File: src/sv/sm3_pkg.sv
package sm3_pkg;

    typedef struct packed {
        logic [7:0] data_byte;
        logic       byte_valid;
        logic       last_byte;
    } sm3_in_t;

    typedef struct packed {
        logic [31:0] digest_word;
        logic        last_word;
    } sm3_out_t;

    // Job handed from the front part to the compression core.
    typedef enum logic [1:0] {
        JOB_BLOCK = 2'd0,   // compress window, keep chaining value
        JOB_FINAL = 2'd1    // compress window, emit digest, restart
    } sm3_job_e;

    typedef struct packed {
        sm3_job_e      kind;
        logic [511:0]  block;
    } sm3_job_t;

    typedef enum logic [1:0] {
        CORE_IDLE   = 2'd0,
        CORE_EXPAND = 2'd1,
        CORE_ROUND  = 2'd2,
        CORE_EMIT   = 2'd3
    } sm3_core_state_e;

    typedef enum logic [1:0] {
        FR_IDLE  = 2'd0,
        FR_PAD1  = 2'd1,    // first padding block pending
        FR_PAD2  = 2'd2,    // extra length-only block pending
        FR_FULL  = 2'd3     // full data block pending
    } sm3_front_state_e;

    localparam logic [31:0] T_LOW  = 32'h79CC4519;
    localparam logic [31:0] T_HIGH = 32'h7A879D8A;
    localparam logic [7:0]  PAD_BYTE = 8'h80;
    localparam logic [5:0]  LEN_POS  = 6'd56;
    localparam int          JOB_DEPTH = 2;

    localparam logic [255:0] SM3_IV = {
        32'h7380166F, 32'h4914B2B9, 32'h172442D7, 32'hDA8A0600,
        32'hA96F30BC, 32'h163138AA, 32'hE38DEE4D, 32'hB0FB0E4E
    };

    function automatic logic [31:0] rotl32(input logic [31:0] x, input logic [4:0] n);
        logic [63:0] d;
        begin
            d = {x, x} << n;
            return d[63:32];
        end
    endfunction

    function automatic logic [31:0] perm0(input logic [31:0] x);
        return x ^ rotl32(x, 5'd9) ^ rotl32(x, 5'd17);
    endfunction

    function automatic logic [31:0] perm1(input logic [31:0] x);
        return x ^ rotl32(x, 5'd15) ^ rotl32(x, 5'd23);
    endfunction

endpackage

File: src/sv/sm3_front.sv
module sm3_front
    import sm3_pkg::*;
(
    input  logic         clk,
    input  logic         rst_n,
    input  logic         push,
    output logic         full,
    input  sm3_in_t      in_item,
    output logic         job_valid,
    input  logic         job_ready,
    output sm3_job_t     job
);

    sm3_front_state_e state_reg, state_next;
    logic [511:0] win_reg, win_next;
    logic [60:0]  count_reg, count_next;
    logic         last_reg, last_next;
    logic [511:0] pad_blk;
    logic [5:0]   pos;
    logic [63:0]  bits;
    logic         take;

    assign full = (state_reg != FR_IDLE);
    assign take = push && !full;
    assign pos  = count_reg[5:0];
    assign bits = {count_reg, 3'b000};

    // Window with pad byte placed and every later byte cleared.
    always_comb
    begin
        pad_blk = win_reg;
        for (int i = 0; i < 64; i++)
        begin
            if (i == int'(pos))
                pad_blk[511 - 8*i -: 8] = PAD_BYTE;
            else if (i > int'(pos))
                pad_blk[511 - 8*i -: 8] = 8'h00;
        end
    end

    always_comb
    begin
        state_next = state_reg;
        win_next   = win_reg;
        count_next = count_reg;
        last_next  = last_reg;
        job_valid  = 1'b0;
        job.kind   = JOB_BLOCK;
        job.block  = win_reg;
        unique case (state_reg)
            FR_IDLE:
            begin
                if (take && in_item.byte_valid)
                begin
                    win_next[511 - 8*pos -: 8] = in_item.data_byte;
                    count_next = count_reg + 61'd1;
                end
                if (take && in_item.byte_valid && pos == 6'd63)
                begin
                    state_next = FR_FULL;       // full block to hand off first
                    last_next  = in_item.last_byte;
                end
                else if (take && in_item.last_byte)
                begin
                    state_next = FR_PAD1;
                end
            end
            FR_FULL:
            begin
                job_valid = 1'b1;
                job.kind  = JOB_BLOCK;
                job.block = win_reg;
                if (job_ready)
                begin
                    win_next   = 512'd0;
                    last_next  = 1'b0;
                    state_next = last_reg ? FR_PAD1 : FR_IDLE;
                end
            end
            FR_PAD1:
            begin
                job_valid = 1'b1;
                if (pos >= LEN_POS)
                begin
                    job.kind  = JOB_BLOCK;
                    job.block = pad_blk;
                    if (job_ready)
                    begin
                        win_next   = 512'd0;
                        state_next = FR_PAD2;
                        count_next = count_reg;
                    end
                end
                else
                begin
                    job.kind  = JOB_FINAL;
                    job.block = {pad_blk[511:64], bits};
                    if (job_ready)
                    begin
                        win_next   = 512'd0;
                        count_next = 61'd0;
                        state_next = FR_IDLE;
                    end
                end
            end
            FR_PAD2:
            begin
                job_valid = 1'b1;
                job.kind  = JOB_FINAL;
                job.block = {448'd0, bits};
                if (job_ready)
                begin
                    count_next = 61'd0;
                    state_next = FR_IDLE;
                end
            end
            default:
            begin
                state_next = FR_IDLE;
            end
        endcase
    end

    always_ff @(posedge clk or negedge rst_n)
    begin
        if (!rst_n)
        begin
            state_reg <= FR_IDLE;
            count_reg <= '0;
            win_reg   <= '0;
            last_reg  <= 1'b0;
        end
        else
        begin
            state_reg <= state_next;
            count_reg <= count_next;
            win_reg   <= win_next;
            last_reg  <= last_next;
        end
    end

endmodule

File: config.mk
export PLATFORM = sky130hd
export DESIGN_NAME = sm3_front
export DESIGN_NICKNAME = d
export VERILOG_FILES = /design/src/sv/sm3_pkg.sv /design/src/sv/sm3_front.sv
export SDC_FILE = /design/constraint.sdc
export NUM_CORES = 2
export LEC_CHECK = 0
export ABC_AREA = 1
export BUFFER_PORTS_ARGS = -buffer_cell sky130_fd_sc_hd__buf_2
export CAP_MARGIN = 40
export CORE_UTILIZATION = 48
export DETAILED_ROUTE_END_ITERATION = 12
export MAX_ROUTING_LAYER = met4
export PLACE_DENSITY = 0.7
export SLEW_MARGIN = 20
export SYNTH_ARGS = -nofsm -noshare
export SYNTH_HDL_FRONTEND = slang
export SYNTH_SLANG_ARGS = --single-unit
export TNS_END_PERCENT = 5
File: constraint.sdc
create_clock -name clk -period 2.95 [get_ports clk]
set_clock_uncertainty 0.05 [all_clocks]
set_input_delay 0.1475 -clock clk [delete_from_list [all_inputs] [get_ports clk]]
set_output_delay 0.1475 -clock clk [all_outputs]
set_load 0.03 [all_outputs]
==> reports/qor.txt <==
Detailed Place HPWL - 98,300 microns
crit end category - output port
total core area - 62,100 sq um
final slew viol count - 0
R2R depth - 12
Worst Setup Path Type - flop to output port
CTS buffer count - 60
Unique masters post-synth - 51
Tcrit/Tclk final - 104%
Skew-Pair Late Insertion Delay - 0.66 ns
r2r startpoint - state_reg[0]
NetSw - 15.5 mW
most common cell after layout, fill and taps aside - nand2_1
Worst VDD drop - 0.000771 V
Internal - 17.1 mW
PD cells - 848 nW/um^2
Mean Syn Cell Area - 7.51 sq um
ys async rst share - 100%
CP top delay family - simple AND/OR/NAND/NOR gates
Largest register FFs - 512
synthesized area - 30,300 sq um
Critical Path Start - count_reg[5]
status - finished with violations
worst-path cell chain - nand2_4 > nor2_4 > buf_6 > nand2_1 > nand2_1 > a21oi_1 > o211ai_1 > buf_2
htree depth - 2
commonest cells after routing, fill and taps aside - nand2_1 (746), inv_1 (687), nor2_1 (663)
Slew headroom - 41.2%
total number of vias - 32,200
worst setup margin - -0.132 ns
# port buffers - 528
WHS Path Cells - 6
flop2flop setup slack - 0.21 ns
DR WL/cell - 23.3 microns
Fin Setup TNS - -0.738 ns
Site Rows - 91
Sw Share - 47.5%
min cycle time layout - 3.08 ns
HP Class - input pin to flop
placed cells - 5,436
highest cell delay on the worst timing path - 0.47 ns
antenna violations before repair - 12
worst path required time - 2.75 ns
drt total wl - 130,000 microns
hold violation count in the final report - 0
max-cap violations - 0
number of flops mapped to enable cells by yosys - 0
grt ovf - 0
Final Setup Violations - 23
total track usage - 41.0%
Clock power frac - 26.1%
DRT iter0 DRCs - 3,987
Seq pwr share - 25.2%
Hold Path Origin - in_item[1]
Yosys reg bits - 576
I/O pin count - 530
routability cong. - 1.07
Via density - 5.75
Peak Freq - 0.324 GHz
ANT nets after route - 0
Cells after Synth - 4,033
clock sink total - 576
synth warn - 0
fraction of layout cells with a size suffix above 1 - 23.3%
crit-path max FO - 11
Buf+Inv Stages, Crit Path - 2
RSZ-0062 raised after global routing - true
Setup crit start kind - flop
largest net degree at the start of global routing - 90
P&R area growth vs syn - 27.1%
First-pass DRT Iterations - 6
failing checks - setup timing
R2R Path End - win_reg[445]
leakage - 18.1 nW
vias in the first global route - 30,100
Crit-path slowest cell - dfrtp_2
DRC viols - 0
Final Core Density - 62.1%
Final Non-Filler Cells - 5,603
Initial Util - 48.8%
Arr. time, crit path - 2.88 ns
hold slack - 0.0330 ns
Worst setup endpoint - job[23]
power share of the combinational group - 48.7%
CTS Root Cell - clkbuf_16
clock slew at reported path FFs - 0.07 ns
Final nets - 4,730
ys flop type - dfrtp_1
most frequent CP cell - nand2_1
Place WS - 0.206 ns
Die X - 253 microns
first-pass GRT wire length - 190,000 microns
Die H - 253 microns
Least-Margin Pin Slew - 0.881 ns
Synth Net Count - 4,060
CTS tree - yes
Die ar. - 64,100 sq um
sequential share of the synthesized area - 47.6%
maximum root-to-sink buffer count - 3
Crit path depth - 8
-- Yosys cell counts (13+ instances only) --
library cell,instances,area (sq um)
nand2_1,772,2900
clkbuf_1,33,124
o21ai_0,275,1380
nor3_1,19,95.1
o211ai_1,20,150
buf_4,14,105
a21oi_1,67,335
a21oi_2,25,219
a31oi_1,16,100
nor2_1,700,2630
buf_2,46,230
inv_2,16,60.1
o22ai_1,372,2330
ha_1,13,163
inv_1,712,2670
nand4_1,45,282
o31ai_1,22,165
a21boi_0,14,105
o21ai_1,20,100
o21ai_2,17,149
dfrtp_1,576,14400
nand3_1,119,596
nor2_2,22,138
-- tightest hold or removal path: stages --
cell and delay [ns]:
buf_2 0.11, nand3_1 0.09, nor2_1 0.06, nand2_1 0.05
o21ai_0 0.07, o21a_1 0.18
-- power groups by stage --
stage / Combinational [mW] / Clock, mW / Sequential (mW)
finish: 15.9 / 8.52 / 8.24
global route: 16.3 / 8.83 / 8.25
CTS: 14.7 / 8.52 / 8.22
detailed placement: 13.2 / 0 / 8.37
global placement: 13.2 / 0 / 8.37
floorplan: 7.67 / 0 / 8.34
-- cell families after synthesis --
kind of cell / count (synthesis) / synth area share, %
AOI/OAI and AO/OA: 878 / 17.7
xor gates and xnor gates: 5 / 0.145
adders and majority gates: 13 / 0.537
buffers and inverters: 848 / 11.0
DFF: 576 / 47.6
other: 1 / 0.0124
and+or+nand+nor: 1712 / 23.0
-- per-stage QoR --
step | cell area, sq um | power [mW]
finish | 38500 | 32.7
global placement | 34700 | 21.6
floorplan | 30300 | 16.0
detailed placement | 34700 | 21.6
global route | 38500 | 33.4
CTS | 37800 | 31.4
-- metal layers --
layer  vias to the layer above  part of all wire, %  track usage, %
met1                     15300                   38            52.1
met5                         -                    0               -
met4                         0                  5.7            20.1
li1                      14400                    -               -
met3                       446                   11            10.7
met2                      2009                   45            60.7
-- how the worst min path moves through the flow --
| stage | to |
|---|---|
| final | state_reg[1] |
| after global routing | win_reg[30] |
| after CTS | state_reg[1] |
| after detailed placement | win_reg[190] |
| after global placement | win_reg[190] |
| after floorplan | count_reg[0] |
-- final cells by class --
class | count | area [sq um]
fillers | 5657 | 23500
inverters | 738 | 2830
diodes | 13 | 32.5
flip-flops and latches | 576 | 14400
repair buffers | 717 | 4620
well taps | 837 | 1050
repair inverters | 1 | 7.51
clock inverters | 31 | 475
multi-input cells | 2609 | 13400
clock buffers | 81 | 1720
-- repair_timing --
item | 4_1_cts | 5_1_grt
endpoints found under the hold margin | 77 | 0
pin swaps | 10 | 28
setup buffers | 13 | 19
resized for setup | 186 | 164
cloned | 3 | 2
hold buffers | 5 | 0
endpoints found under the setup margin | 467 | 419
(Power assumes the default switching activity.)
