--- config.mk ---
export PLATFORM = sky130hd
export DESIGN_NAME = sm3_core
export DESIGN_NICKNAME = d
export VERILOG_FILES = /design/src/sv/sm3_pkg.sv /design/src/sv/sm3_core.sv
export SDC_FILE = /design/constraint.sdc
export NUM_CORES = 2
export LEC_CHECK = 0
export ABC_AREA = 1
export BUFFER_PORTS_ARGS = -buffer_cell sky130_fd_sc_hd__buf_2
export CORE_MARGIN = 2
export CORE_UTILIZATION = 47
export DETAILED_ROUTE_END_ITERATION = 16
export HOLD_SLACK_MARGIN = 0.08
export PLACE_DENSITY = 0.61
export SLEW_MARGIN = 20
export SYNTH_ARGS = -nofsm -noshare
export SYNTH_HDL_FRONTEND = slang
export SYNTH_SLANG_ARGS = --single-unit
--- constraint.sdc ---
create_clock -name clk -period 8.55 [get_ports clk]
set_input_delay 0.4275 -clock clk [delete_from_list [all_inputs] [get_ports clk]]
set_output_delay 0.4275 -clock clk [all_outputs]
set_load 0.02 [all_outputs]
--- src/sv/sm3_pkg.sv ---
package sm3_pkg;

    typedef struct packed {
        logic [7:0] data_byte;
        logic       byte_valid;
        logic       last_byte;
    } sm3_in_t;

    typedef struct packed {
        logic [31:0] digest_word;
        logic        last_word;
    } sm3_out_t;

    // Job handed from the front part to the compression core.
    typedef enum logic [1:0] {
        JOB_BLOCK = 2'd0,   // compress window, keep chaining value
        JOB_FINAL = 2'd1    // compress window, emit digest, restart
    } sm3_job_e;

    typedef struct packed {
        sm3_job_e      kind;
        logic [511:0]  block;
    } sm3_job_t;

    typedef enum logic [1:0] {
        CORE_IDLE   = 2'd0,
        CORE_EXPAND = 2'd1,
        CORE_ROUND  = 2'd2,
        CORE_EMIT   = 2'd3
    } sm3_core_state_e;

    typedef enum logic [1:0] {
        FR_IDLE  = 2'd0,
        FR_PAD1  = 2'd1,    // first padding block pending
        FR_PAD2  = 2'd2,    // extra length-only block pending
        FR_FULL  = 2'd3     // full data block pending
    } sm3_front_state_e;

    localparam logic [31:0] T_LOW  = 32'h79CC4519;
    localparam logic [31:0] T_HIGH = 32'h7A879D8A;
    localparam logic [7:0]  PAD_BYTE = 8'h80;
    localparam logic [5:0]  LEN_POS  = 6'd56;
    localparam int          JOB_DEPTH = 2;

    localparam logic [255:0] SM3_IV = {
        32'h7380166F, 32'h4914B2B9, 32'h172442D7, 32'hDA8A0600,
        32'hA96F30BC, 32'h163138AA, 32'hE38DEE4D, 32'hB0FB0E4E
    };

    function automatic logic [31:0] rotl32(input logic [31:0] x, input logic [4:0] n);
        logic [63:0] d;
        begin
            d = {x, x} << n;
            return d[63:32];
        end
    endfunction

    function automatic logic [31:0] perm0(input logic [31:0] x);
        return x ^ rotl32(x, 5'd9) ^ rotl32(x, 5'd17);
    endfunction

    function automatic logic [31:0] perm1(input logic [31:0] x);
        return x ^ rotl32(x, 5'd15) ^ rotl32(x, 5'd23);
    endfunction

endpackage

--- src/sv/sm3_core.sv ---
module sm3_core
    import sm3_pkg::*;
(
    input  logic         clk,
    input  logic         rst_n,
    input  logic         job_valid,
    output logic         job_ready,
    input  sm3_job_t     job,
    output logic         res_valid,
    input  logic         res_ready,
    output sm3_out_t     res
);

    sm3_core_state_e state_reg, state_next;
    logic [31:0]  w_reg [16];
    logic [31:0]  w_next [16];
    logic [255:0] cv_reg, cv_next;
    logic [255:0] v_reg, v_next;
    logic [6:0]   rnd_reg, rnd_next;
    logic         final_reg, final_next;
    logic [31:0]  a, b, c, d, e, f, g, h;
    logic [31:0]  tj, a12, ss1, ss2, ff, gg, tt1, tt2, wn;
    logic [255:0] cv_xor;

    assign {a, b, c, d, e, f, g, h} = v_reg;
    assign cv_xor = cv_reg ^ v_reg;

    always_comb
    begin
        tj  = rotl32(rnd_reg < 7'd16 ? T_LOW : T_HIGH, rnd_reg[4:0]);
        a12 = rotl32(a, 5'd12);
        ss1 = rotl32(a12 + e + tj, 5'd7);
        ss2 = ss1 ^ a12;
        if (rnd_reg < 7'd16)
        begin
            ff = a ^ b ^ c;
            gg = e ^ f ^ g;
        end
        else
        begin
            ff = (a & b) | (a & c) | (b & c);
            gg = (e & f) | (~e & g);
        end
        // Sliding window: w_reg[0] is W[j], w_reg[4] is W[j+4].
        wn  = perm1(w_reg[0] ^ w_reg[7] ^ rotl32(w_reg[13], 5'd15))
            ^ rotl32(w_reg[3], 5'd7) ^ w_reg[10];
        tt1 = ff + d + ss2 + (w_reg[0] ^ w_reg[4]);
        tt2 = gg + h + ss1 + w_reg[0];
    end

    always_comb
    begin
        state_next = state_reg;
        w_next     = w_reg;
        cv_next    = cv_reg;
        v_next     = v_reg;
        rnd_next   = rnd_reg;
        final_next = final_reg;
        job_ready  = 1'b0;
        res_valid  = 1'b0;
        res.digest_word = cv_reg[255:224];
        res.last_word   = (rnd_reg[2:0] == 3'd7);
        unique case (state_reg)
            CORE_IDLE:
            begin
                job_ready = 1'b1;
                if (job_valid)
                begin
                    for (int i = 0; i < 16; i++)
                        w_next[i] = job.block[511 - 32*i -: 32];
                    v_next     = cv_reg;
                    rnd_next   = 7'd0;
                    final_next = (job.kind == JOB_FINAL);
                    state_next = CORE_ROUND;
                end
            end
            CORE_ROUND:
            begin
                v_next = {tt1, a, rotl32(b, 5'd9), c, perm0(tt2), e, rotl32(f, 5'd19), g};
                for (int i = 0; i < 15; i++)
                    w_next[i] = w_reg[i + 1];
                w_next[15] = wn;
                rnd_next = rnd_reg + 7'd1;
                if (rnd_reg == 7'd63)
                begin
                    state_next = CORE_EXPAND;
                end
            end
            CORE_EXPAND:
            begin
                // Fold round result into chaining value.
                cv_next  = cv_xor;
                v_next   = v_reg;
                rnd_next = 7'd0;
                state_next = final_reg ? CORE_EMIT : CORE_IDLE;
            end
            CORE_EMIT:
            begin
                res_valid = 1'b1;
                if (res_ready)
                begin
                    rnd_next = rnd_reg + 7'd1;
                    cv_next  = {cv_reg[223:0], cv_reg[255:224]};
                    if (rnd_reg[2:0] == 3'd7)
                    begin
                        cv_next    = SM3_IV;
                        rnd_next   = 7'd0;
                        state_next = CORE_IDLE;
                    end
                end
            end
            default:
            begin
                state_next = CORE_IDLE;
            end
        endcase
    end

    always_ff @(posedge clk or negedge rst_n)
    begin
        if (!rst_n)
        begin
            state_reg <= CORE_IDLE;
            cv_reg    <= SM3_IV;
            v_reg     <= '0;
            rnd_reg   <= '0;
            final_reg <= 1'b0;
        end
        else
        begin
            state_reg <= state_next;
            cv_reg    <= cv_next;
            v_reg     <= v_next;
            rnd_reg   <= rnd_next;
            final_reg <= final_next;
        end
    end

    always_ff @(posedge clk)
    begin
        w_reg <= w_next;
    end

endmodule

==> run summary <==
setup TNS = 0 ns
worst skew pair latency = 0.79 ns
Starting DRT DRC Count = 7277
first-pass GRT wire length = 419.0 mm
First-pass DRT Iterations = 6
die height = 372.4 µm
fill count = 12030
GR peak layer = met2
CP max stage delay = 0.60 ns
GRT Residual Overflow = 0
share of cells above drive strength 1 = 0.1311
Num CTS Buffers = 116
synthesized net count = 8517
nets = 9471
Placement Rows = 135
Post-Route WL = 301.6 mm
WL/cell = 28.56 µm
post-DR vias/cell = 5.852
Yosys warning count = 0
# setup viols final = 0
critical path's top delay family = adder cells
worst hold path class = in2reg
Least-Margin Pin Slew = 1.235 ns
met1 usage = 0.5294
die width = 372.4 µm
cell count after synthesis = 7707
Critical path buffers and inverters = 5
fmax = 0.1211 GHz
Worst-path clk slew = 0.06 ns
cell mode on critical path = nand2_1
Core Region = 0.1351 mm²
Sink Count = 1034
die area = 0.1387 mm²
stages on the worst setup path = 39
GR Util All Layers = 0.4271
crit path max fanout = 27
GR Util met3 = 0.07749
sequential element share of the synthesized area = 0.4481
post-synth cell types = 65
CTS tree = done
post-route ant nets = 0
Startpoint Class = flop
commonest non-fill, non-tap cell in the layout = nand2_1
largest net degree at the start of global routing = 201
Initial Util = 0.4721
initial antenna violation count = 23
buffer depth of the longest clock path = 3
worst r2r path cells = 39
Vias = 61790
GR Util met2 = 0.6595
crit share post-route = 0.9654
fin. max-slew vios = 0
Hold Path Stages = 3
DRC Markers = 0
crit path time final = 8.255 ns
final hold vios = 0
Mapped Area = 0.06379 mm²
Final Skew = 0.05735 ns
root buf cell = clkbuf_16
CP max stage cell = fa_1
H-tree depth = 3
status = complete, no violations
MaxCap Viol Count = 0
final core occ = 0.5740
critical path arrival = 8.87 ns
Worst Path Required = 9.17 ns
HPWL after DPL = 223.3 mm
leading cell types in the layout, fill and taps excluded = nand2_1 (2458), o21ai_0 (765), inv_1 (718)
synthesized area per cell = 8.277 µm²
Slew headroom = 0.1707
Seq cells post-synth = 1034
port bufs = 552
GPL Wtd Cong = 1.044
RSZ-0062 raised after global routing = no
IO Pins = 553
Largest register FFs = 512
Critical Path Sink Type = flop
Area Growth Syn to Fin = 21.59%
vias in the first global route = 58110
Crit Path Class = reg2reg
==> per-stage QoR <==
| stage | setup slack [ns] | std cells | cell area [µm²] | hold WS, ns |
|---|---|---|---|---|
| 2_1_floorplan | 0.5759 | 7707 | 63790 | 0.1319 |
| 3_3_place_gp | 0.2257 | 9846 | 68840 | 0.4342 |
| 3_5_place_dp | 0.2149 | 9846 | 68840 | 0.4398 |
| 4_1_cts | 0.1312 | 10540 | 77450 | 0.08282 |
| 5_1_grt | 0.02042 | 10550 | 77540 | 0.08776 |
| 6_report | 0.2954 | 10560 | 77560 | 0.1112 |
==> routing by layer <==
metal  share of wire  wire [µm]  vias up
met3           0.085      25590      831
met5         0.00035        105        -
li1                -          -    27430
met2            0.45     134600     3606
met4           0.096      28830       16
met1            0.37     112400    29910
==> cells by family (layout without fill, tap and decap cells) <==
kind of cell,count (synthesis),count (layout),share of synthesized area
other,0,20,0
flip-flops,1034,1034,0.4481
buffers and inverters,1148,2200,0.07206
adder cells (fa/ha/maj),292,292,0.07940
XOR/XNOR,330,330,0.04635
multiplexers,23,23,0.003609
AO/OA/AOI/OAI,1692,1692,0.1509
AND/OR/NAND/NOR,3188,3188,0.1996
==> repair_timing <==
item / CTS / global route
hold endpoints to repair: 540 / 0
gates resized for setup: 0 / 15
hold buffers: 478 / 0
setup endpoints to repair: 0 / 35
buffers inserted: 0 / 0
==> synth_stat cells (all sizes together) <==
library cell / count / area share
a21boi: 8 / 0.00094
a21o: 6 / 0.00071
a21oi: 426 / 0.034
a221o: 1 / 0.00016
a221oi: 1 / 0.00014
a22oi: 38 / 0.0045
a31o: 2 / 0.00027
a31oi: 8 / 0.00078
a32oi: 13 / 0.0018
and2: 3 / 0.00029
and3: 3 / 0.00029
buf: 191 / 0.016
clkbuf: 229 / 0.013
clkinv: 1 / 0.000059
dfrtp: 403 / 0.16
dfstp: 119 / 0.049
edfxtp: 512 / 0.24
fa: 188 / 0.059
ha: 104 / 0.020
inv: 727 / 0.043
mux2i: 23 / 0.0036
nand2: 2474 / 0.15
nand3: 229 / 0.018
nand3b: 6 / 0.00071
nand4: 32 / 0.0031
nor2: 254 / 0.016
nor3: 172 / 0.014
nor3b: 3 / 0.00035
nor4: 3 / 0.00039
o211a: 1 / 0.00016
o211ai: 242 / 0.028
o21a: 6 / 0.00071
o21ai: 818 / 0.064
o21bai: 31 / 0.0036
o221a: 1 / 0.00018
o221ai: 12 / 0.0016
o22ai: 45 / 0.0044
o311ai: 1 / 0.00014
o31ai: 10 / 0.0012
o32ai: 22 / 0.0030
or2: 8 / 0.00078
or3b: 1 / 0.00014
xnor2: 62 / 0.0086
xnor3: 1 / 0.00035
xor2: 267 / 0.037
==> worst min-delay path, stage by stage <==
cell	delay (ns)
buf_2	0.07
nand2_1	0.11
nand2_1	0.15
==> final timing paths <==
check | from | endpoint | slack [ns]
worst min-delay path | job[76] | w_reg[76] | 0.11
min in group asynchronous | rst_n | cv_reg[106] | 0.22
worst min register to register | cv_reg[46] | cv_reg[46] | 0.49
max in group asynchronous | rst_n | v_reg[116] | 6.31
worst max register to register | rnd_reg[5] | v_reg[116] | 0.30
worst max-delay path | rnd_reg[5] | v_reg[116] | 0.30
==> final cells by class <==
class                   count  area (µm²)  area share
clock inverters            54       513.0    0.006614
clock buffers             162        3307     0.04264
flip-flops and latches   1034       28590      0.3686
inverters                 728        2760     0.03559
repair buffers           1256        9420      0.1215
multi-input cells        5525       30690      0.3957
well taps                1781        2228     0.02873
diodes                     20       50.05   0.0006453
Power is not shown: default switching activity piles up to over one toggle a cycle in this logic, so the estimate is an artifact.
