==> config.mk <==
export PLATFORM = sky130hd
export DESIGN_NAME = sm3_job_fifo
export DESIGN_NICKNAME = d
export VERILOG_FILES = /design/src/sv/sm3_pkg.sv /design/src/sv/sm3_job_fifo.sv
export SDC_FILE = /design/constraint.sdc
export NUM_CORES = 1
export LEC_CHECK = 0
export ABC_CLOCK_PERIOD_IN_PS = 54200
export BUFFER_PORTS_ARGS = -buffer_cell sky130_fd_sc_hd__buf_2
export CAP_MARGIN = 40
export CORE_AREA = 8 8 392 394
export CTS_CLUSTER_SIZE = 14
export DETAILED_ROUTE_END_ITERATION = 16
export DIE_AREA = 0 0 400 402
export MAX_ROUTING_LAYER = met4
export PLACE_DENSITY = 0.55
export SLEW_MARGIN = 5
export SYNTH_ARGS = -nofsm -noshare
export SYNTH_HDL_FRONTEND = slang
export SYNTH_SLANG_ARGS = --single-unit
==> constraint.sdc <==
create_clock -name clk -period 54.2 [get_ports clk]
set_input_delay 8.13 -clock clk [delete_from_list [all_inputs] [get_ports clk]]
set_output_delay 8.13 -clock clk [all_outputs]
set_load 0.01 [all_outputs]
==> src/sv/sm3_pkg.sv <==
package sm3_pkg;

    typedef struct packed {
        logic [7:0] data_byte;
        logic       byte_valid;
        logic       last_byte;
    } sm3_in_t;

    typedef struct packed {
        logic [31:0] digest_word;
        logic        last_word;
    } sm3_out_t;

    // Job handed from the front part to the compression core.
    typedef enum logic [1:0] {
        JOB_BLOCK = 2'd0,   // compress window, keep chaining value
        JOB_FINAL = 2'd1    // compress window, emit digest, restart
    } sm3_job_e;

    typedef struct packed {
        sm3_job_e      kind;
        logic [511:0]  block;
    } sm3_job_t;

    typedef enum logic [1:0] {
        CORE_IDLE   = 2'd0,
        CORE_EXPAND = 2'd1,
        CORE_ROUND  = 2'd2,
        CORE_EMIT   = 2'd3
    } sm3_core_state_e;

    typedef enum logic [1:0] {
        FR_IDLE  = 2'd0,
        FR_PAD1  = 2'd1,    // first padding block pending
        FR_PAD2  = 2'd2,    // extra length-only block pending
        FR_FULL  = 2'd3     // full data block pending
    } sm3_front_state_e;

    localparam logic [31:0] T_LOW  = 32'h79CC4519;
    localparam logic [31:0] T_HIGH = 32'h7A879D8A;
    localparam logic [7:0]  PAD_BYTE = 8'h80;
    localparam logic [5:0]  LEN_POS  = 6'd56;
    localparam int          JOB_DEPTH = 2;

    localparam logic [255:0] SM3_IV = {
        32'h7380166F, 32'h4914B2B9, 32'h172442D7, 32'hDA8A0600,
        32'hA96F30BC, 32'h163138AA, 32'hE38DEE4D, 32'hB0FB0E4E
    };

    function automatic logic [31:0] rotl32(input logic [31:0] x, input logic [4:0] n);
        logic [63:0] d;
        begin
            d = {x, x} << n;
            return d[63:32];
        end
    endfunction

    function automatic logic [31:0] perm0(input logic [31:0] x);
        return x ^ rotl32(x, 5'd9) ^ rotl32(x, 5'd17);
    endfunction

    function automatic logic [31:0] perm1(input logic [31:0] x);
        return x ^ rotl32(x, 5'd15) ^ rotl32(x, 5'd23);
    endfunction

endpackage

==> src/sv/sm3_job_fifo.sv <==
module sm3_job_fifo
    import sm3_pkg::*;
(
    input  logic     clk,
    input  logic     rst_n,
    input  logic     wr_valid,
    output logic     wr_ready,
    input  sm3_job_t wr_data,
    output logic     rd_valid,
    input  logic     rd_ready,
    output sm3_job_t rd_data
);

    sm3_job_t   mem_reg [JOB_DEPTH];
    logic       wp_reg, rp_reg;
    logic [1:0] cnt_reg;
    logic       wr, rd;

    assign wr_ready = (cnt_reg != 2'(JOB_DEPTH));
    assign rd_valid = (cnt_reg != 2'd0);
    assign rd_data  = mem_reg[rp_reg];
    assign wr = wr_valid && wr_ready;
    assign rd = rd_valid && rd_ready;

    always_ff @(posedge clk)
    begin
        if (wr)
            mem_reg[wp_reg] <= wr_data;
    end

    always_ff @(posedge clk or negedge rst_n)
    begin
        if (!rst_n)
        begin
            wp_reg  <= 1'b0;
            rp_reg  <= 1'b0;
            cnt_reg <= 2'd0;
        end
        else
        begin
            if (wr)
                wp_reg <= ~wp_reg;
            if (rd)
                rp_reg <= ~rp_reg;
            cnt_reg <= cnt_reg + 2'(wr) - 2'(rd);
        end
    end

endmodule

==> results of run 1 <==
-- report_power, final --
group / leakage, µW / total, µW / switching (µW) / internal, µW
Sequential: 0.00959 / 1130 / 43.1 / 1090
Clock: 0.00164 / 697 / 305 / 393
Combinational: 0.00788 / 910 / 499 / 411
-- synthesized netlist by cell type (all sizes together) --
cell type  number
and2            1
and3            1
buf            57
dfrtp           4
edfxtp       1028
ha              2
inv             1
mux2          514
nand2           1
nand2b          1
nor2            1
or2             1
xnor2           3
xor2            1
-- per-stage QoR --
step	cell area, µm²	total power, µW	hold WS [ps]
floorplan	38700	1860	461
global placement	46000	2060	502
detailed placement	46300	2080	511
CTS	49700	2790	525
global route	49700	2860	583
finish	49800	2740	530
-- per-layer routing --
metal	global-route usage	vias up
met5	-	-
li1	-	8807
met4	0.0479	0
met2	0.222	793
met3	0.0460	174
met1	0.153	9869
-- worst register-to-register path: stages, from the launching register on --
cell and delay (ps):
sky130_fd_sc_hd__dfrtp_1 360, sky130_fd_sc_hd__nand2b_1 160, sky130_fd_sc_hd__and3_4 580, sky130_fd_sc_hd__buf_4 720, sky130_fd_sc_hd__buf_4 490, sky130_fd_sc_hd__buf_16 290, sky130_fd_sc_hd__buf_4 530, sky130_fd_sc_hd__buf_12 290
-- kinds of logic (layout without fill, tap and decap cells) --
family,count (synthesis),in the layout,synth area share
DFF,1032,1032,0.800
muxes,514,514,0.184
buffers and inverters,58,1271,0.0138
and+or+nand+nor,6,6,0.000841
xor gates and xnor gates,4,4,0.000905
adders and majority gates,2,2,0.000647
other,0,43,0
-- worst paths after layout --
kind	startpoint	to	slack [ps]	depth (start not counted)
min reg2reg	cnt_reg[0]	cnt_reg[0]	530	1
max in group asynchronous	rst_n	rp_reg	46830	1
max reg2reg	cnt_reg[0]	mem_reg[1][48]	50420	7
min	cnt_reg[0]	cnt_reg[0]	530	1
min in group asynchronous	rst_n	cnt_reg[1]	7230	1
max	rp_reg	rd_data[426]	40940	7
-- area by class of cell --
| cell class | count | area share |
|---|---|---|
| Multi-Input combinational cell | 526 | 0.145 |
| Antenna cell | 43 | 0.00216 |
| Clock buffer | 133 | 0.0562 |
| Inverter | 1 | 0.0000754 |
| Sequential cell | 1032 | 0.622 |
| Tap cell | 1930 | 0.0485 |
| Timing Repair Buffer | 1068 | 0.114 |
| Clock inverter | 69 | 0.0116 |
==> metrics.md, run 1 <==
| Metric | Value |
|---|---|
| Antenna violations before repair | 62 |
| Crit path setup slack, layout | 40940 ps |
| Half-perimeter wire length after detailed placement | 84.9 mm |
| Top layer reached by signal wires | met4 |
| Number of top-level pins | 1034 |
| Flip-flop count of the largest register, all copies and words added | 1028 |
| Post-layout instance count excluding filler cells | 4802 |
| Critical path startpoint category | register |
| Number of vias per cell | 4.09 |
| Total negative slack | 0 ps |
| Power density normalized to cell area | 55.1 mW/mm² |
| Post-route clock skew | 34.7 ps |
| Number of input and output port buffers inserted | 1033 |
| Max-cap violations | 0 |
| CP top delay family | buffers and inverters |
| Drc violations | 0 |
| Library cell contributing the largest single delay on the critical path | sky130_fd_sc_hd__buf_4 |
| CTS Root Cell | sky130_fd_sc_hd__clkbuf_16 |
| Overall overflow remaining after global route | 0 |
| Worst Hold Class | reg2reg |
| H-Tree Level Count | 3 |
| Final max-slew violation count | 0 |
| Number of DRC markers after the initial detailed-route iteration | 1206 |
| Horizontal die dimension | 400 µm |
| Element type at the critical path end | output pin |
| TritonCTS clock tree | done |
| Number of global-route vias before repair | 20446 |
| Mapped Cells | 1616 |
| Setup Fix Bufs, Post-CTS | 0 |
| Most Frequent Cell on Critical Path | sky130_fd_sc_hd__buf_4 |
| Slew HR | 0.318 |
| Post-layout minimum cycle time | 13260 ps |
| Clk slew on worst S/H paths | 60 ps |
| Routed via count | 19643 |
| Sequential cell area | 0.0310 mm² |
| Combined global-route utilization of all metal layers | 0.135 |
| Post-synth design cell area | 0.0387 mm² |
| Required time at the worst-slack endpoint | 46070 ps |
| Largest fanout of any net on the critical path | 49 |
| Worst-case vdd ir drop | 0.0364 mV |
| Final setup fails | 0 |
| Area Growth Syn to Fin | 28.6% |
| Flip-flop and latch count after synthesis | 1032 |
| Count of warnings emitted by yosys | 0 |
| Ratio of final minimum period to clock period | 0.245 |
| Initial core utilization | 0.263 |
| Post-CTS sizing | 0 |
| Cell total after placement | 4557 |
| Number of filler cells placed in the layout | 14177 |
| Final core area utilization | 0.338 |
| Die ar. | 0.161 mm² |
| Core area | 0.147 mm² |
| Slew @ Worst Pin | 1020 ps |
| DR WL met3 | 9.94 mm |
| Largest cells by area after synthesis | sky130_fd_sc_hd__edfxtp_1 (80%), sky130_fd_sc_hd__mux2_4 (14%), sky130_fd_sc_hd__mux2_2 (4.8%), sky130_fd_sc_hd__buf_6 (1.1%), sky130_fd_sc_hd__dfrtp_1 (0.26%) |
| Arr. time, crit path | 5130 ps |
| Vertical die dimension | 402 µm |
| Synthesized area per cell | 23.9 µm² |
| Wire length of the first global-routing pass | 151 mm |
| Number of sinks driven by the clock tree | 1032 |
| Count of different cell masters after synthesis | 17 |
| Maximum number of pins on one net before global-route repair | 150 |
| Number of nets with antenna violations after routing | 0 |
| Classification of the worst setup path | reg2out |
| Met2 wire length | 55.5 mm |
| Final RePlAce weighted congestion | 0.838 |
| RSZ-0062 raised after global routing | false |
| Worst-case setup slack after placement | 41590 ps |
| Fraction of the yosys area taken by sequential cells | 0.800 |
| Hold violation total from the final report | 0 |
| Number of buffer and inverter stages on the critical path | 6 |
| Highest cell delay on the worst timing path | 740 ps |
| Routed length on met1 | 43.6 mm |
| Fraction of post-synthesis cell area in the top cell type by area | 0.798 |
| Syn_nets | 2136 |
| Run status | complete, no violations |
| Number of buffers inserted for hold repair after clock tree synthesis | 0 |
| Multi-input gate area | 0.00721 mm² |
| Proportion of layout cells with a drive suffix above 1 | 0.614 |
| Achievable Freq | 0.0754 GHz |
| Commonest non-fill, non-tap cell in the layout | sky130_fd_sc_hd__buf_2 |
| Static leakage | 0.0191 µW |
| Maximum buffer depth of the clock tree | 3 |
| Detailed Route WL | 112 mm |
| Standard-cell rows | 141 |
| Most frequent cells in the layout | sky130_fd_sc_hd__buf_2 (1033), sky130_fd_sc_hd__edfxtp_1 (1028), sky130_fd_sc_hd__mux2_4 (350) |
| TritonCTS buffer count | 108 |
| WL per Instance | 23.3 µm |
| Net count, final | 3257 |
| Critical-path cell list | buf_16, buf_4, buf_4, buf_4, buf_4, mux2_4, buf_2 |
| Area leader, netlist | sky130_fd_sc_hd__edfxtp_1 |
| Clock insertion delay at the later pin of the skew report | 690 ps |
| Pre-antenna DRT Iters | 5 |
Note: power is estimated with default switching activity, not from simulation.
==> run 2, diff against run 1 <==
--- a/config.mk
+++ b/config.mk
@@ -5,7 +5,7 @@
 export SDC_FILE = /design/constraint.sdc
 export NUM_CORES = 1
 export LEC_CHECK = 0
-export ABC_CLOCK_PERIOD_IN_PS = 54200
+export ABC_CLOCK_PERIOD_IN_PS = 11300
 export BUFFER_PORTS_ARGS = -buffer_cell sky130_fd_sc_hd__buf_2
 export CAP_MARGIN = 40
 export CORE_AREA = 8 8 392 394
@@ -13,7 +13,7 @@
 export DETAILED_ROUTE_END_ITERATION = 16
 export DIE_AREA = 0 0 400 402
 export MAX_ROUTING_LAYER = met4
-export PLACE_DENSITY = 0.55
+export PLACE_DENSITY = 0.56
 export SLEW_MARGIN = 5
 export SYNTH_ARGS = -nofsm -noshare
 export SYNTH_HDL_FRONTEND = slang
==> constraint.sdc (replaced) <==
create_clock -name clk -period 11.3 [get_ports clk]
set_input_delay 1.695 -clock clk [delete_from_list [all_inputs] [get_ports clk]]
set_output_delay 1.695 -clock clk [all_outputs]
set_load 0.01 [all_outputs]
==> run 2 against run 1 <==
Sequential share of layout area is 0.21 points higher. Final cell count decreased by 0.60%. Global-route usage fell by 0.49 points. Count of clock-buffer cells in the layout rose by 4. Hold slack got worse by 12 ps. Sequential power increased to 4.8 times the previous value. Register-to-register slack worse by 43000 ps. Critical endpoint is now rd_data[409]. Clock skew increased by 8.1 ps.
==> metrics.md, run 2 (same netlist as run 1, synthesis figures left out) <==
| Metric | Value |
|---|---|
| Run status | complete, no violations |
| Area Growth Syn to Fin | 28.2% |
| Slew HR | 0.239 (-0.0791) |
| Cell total after placement | 4538 (-0.42%) |
| Area of all placed cells without fillers | 0.0496 mm² (-0.33%) |
| RSZ-0062 raised after global routing | false |
| Final setup fails | 0 (unchanged) |
| Slew @ Worst Pin | 1140 ps (+119 ps) |
| Cells on worst reg2reg path | 7 (unchanged) |
| Classification of the worst setup path | reg2out |
| Number of nets with antenna violations after routing | 0 (unchanged) |
| Net count, final | 3241 (-0.49%) |
| Post-route clock skew | 42.8 ps (+8.09 ps) |
| Achievable Freq | 0.181 GHz |
| Routed via count | 19605 (-0.19%) |
| Proportion of layout cells with a drive suffix above 1 | 0.609 (-0.00459) |
| Number of buffers inserted for hold repair after clock tree synthesis | 0 (unchanged) |
| Clock insertion delay at the later pin of the skew report | 730 ps (+40 ps) |
| Number of DRC markers after the initial detailed-route iteration | 1072 (-11%) |
| Horizontal die dimension | 400 µm (unchanged) |
| Max-cap violations | 0 (unchanged) |
| H-Tree Level Count | 3 (unchanged) |
| Maximum buffer depth of the clock tree | 3 (unchanged) |
| Register-to-Register Setup Slack | 7810 ps (-42610 ps) |
| Static leakage | 0.0190 µW (-0.55%) |
| Reg2Reg Capture Point | mem_reg[0][446] |
| Number of cells on the worst hold path | 1 (unchanged) |
| Number of sinks driven by the clock tree | 1032 (unchanged) |
| Sink of the worst hold path | cnt_reg[0] |
| Number of input and output port buffers inserted | 1033 (unchanged) |
| Post-layout minimum cycle time | 5520 ps |
| Final max-slew violation count | 0 (unchanged) |
| Initial core utilization | 0.263 (unchanged) |
| Worst Hold Class | reg2reg |
| Number of global-route vias before repair | 20543 (+0.47%) |
| Combined global-route utilization of all metal layers | 0.130 (-0.00494) |
| Post-CTS sizing | 0 (unchanged) |
| Ratio of final minimum period to clock period | 0.488 |
| Wire length of the first global-routing pass | 146 mm (-3.1%) |
| Flip-flop count of the largest register, all copies and words added | 1028 (unchanged) |
| Pre-antenna DRT Iters | 5 (unchanged) |
| Final core area utilization | 0.337 (-0.00112) |
| Commonest non-fill, non-tap cell in the layout | sky130_fd_sc_hd__buf_2 |
| Element type at the critical path end | output pin |
| Overall overflow remaining after global route | 0 (unchanged) |
| Number of filler cells placed in the layout | 14190 (+0.092%) |
| Hold Path Origin | cnt_reg[0] |
| TritonCTS clock tree | done |
| Number of top-level pins | 1034 (unchanged) |
| Critical path startpoint category | register |
| Placed inst area | 0.0461 mm² (-0.49%) |
| Half-perimeter wire length after detailed placement | 78.5 mm (-7.6%) |
| Number of vias per cell | 4.11 (+0.41%) |
| Clk slew on worst S/H paths | 50 ps (about the same) |
| Setup Fix Bufs, Post-CTS | 0 (unchanged) |
| Hold violation total from the final report | 0 (unchanged) |
| Worst flop-to-flop path startpoint | cnt_reg[1] |
| Standard-cell rows | 141 (unchanged) |
| Most frequent cells in the layout | sky130_fd_sc_hd__buf_2 (1033), sky130_fd_sc_hd__edfxtp_1 (1028), sky130_fd_sc_hd__mux2_4 (350) |
| Vertical die dimension | 402 µm (unchanged) |
| Total negative slack | 0 ps (unchanged) |
| Drc violations | 0 (unchanged) |
| TritonCTS buffer count | 111 (+2.8%) |
| WL per Instance | 22.7 µm (-2.6%) |
| Largest fanout of any net on the critical path | 116 (+140%) |
| Required time at the worst-slack endpoint | 9610 ps (-36460 ps) |
| CTS Root Cell | sky130_fd_sc_hd__clkbuf_16 |
| Antenna violations before repair | 54 (-13%) |
| Maximum number of pins on one net before global-route repair | 148 (-1.3%) |
| Core area | 0.147 mm² (unchanged) |
| Detailed Route WL | 108 mm (-3.2%) |
| Post-layout instance count excluding filler cells | 4773 (-0.60%) |
| Final RePlAce weighted congestion | 0.791 (-5.6%) |
| Worst-case vdd ir drop | 0.201 mV (+450%) |
| Power density normalized to cell area | 265 mW/mm² (+380%) |
| Arr. time, crit path | 3820 ps (-1310 ps) |
| Die ar. | 0.161 mm² (unchanged) |
-- run 2: cell count changes in the layout (fill, tap and decap cells not counted), moves of 6 or more --
cell                       delta
sky130_fd_sc_hd__buf_4       -17
sky130_fd_sc_hd__clkinv_2    -14
sky130_fd_sc_hd__buf_16       -8
sky130_fd_sc_hd__diode_2      -6
sky130_fd_sc_hd__buf_12       +6
-- run 2: worst max path at each step --
stage	startpoint	end	slack (ps)
after global routing	rp_reg	rd_data[437]	5630
final	rp_reg	rd_data[409]	5780
after global placement	wr_valid	mem_reg[0][450]	6350
after floorplan	wr_valid	mem_reg[0][0]	1390
after detailed placement	wr_valid	mem_reg[0][424]	6550
after CTS	rp_reg	rd_data[437]	5770
-- run 2: through the flow --
stage | power, µW | hold WS [ps] | setup slack [ps]
after floorplan | 8450 | 483 | 1390
after global placement | 9860 | 496 | 6350
after detailed placement | 9890 | 507 | 6550
after CTS | 13400 | 520 | 5770
after global routing | 13700 | 549 | 5630
final | 13200 | 518 | 5780
-- run 2: power breakdown --
part | switching, µW | internal, µW
Clock | 1490 | 1950
Combinational | 2350 | 1940
Sequential | 200 | 5240
Total | 4030 | 9120
-- run 2: critical path: stages (launching register included) --
cell                      delay (ps)
sky130_fd_sc_hd__dfrtp_4         840
sky130_fd_sc_hd__buf_12          580
sky130_fd_sc_hd__buf_12          580
sky130_fd_sc_hd__mux2_4          380
sky130_fd_sc_hd__buf_2           150
-- run 2: final cells by class --
type	count	area [µm²]	area share
well taps	1930	2410	0.0487
clock inverters	61	578	0.0117
multi-input cells	526	7210	0.145
flip-flops and latches	1032	31000	0.624
repair buffers	1049	5460	0.110
diodes	37	92.6	0.00187
clock buffers	137	2880	0.0580
inverters	1	3.75	0.0000757
-- run 2: routing by layer --
metal | vias up | GRT usage | part of all wire
li1 | 8744 | - | -
met1 | 9940 | 0.141 | 0.38
met2 | 738 | 0.215 | 0.50
met3 | 183 | 0.0505 | 0.094
met4 | 0 | 0.0485 | 0.026
met5 | - | - | 0
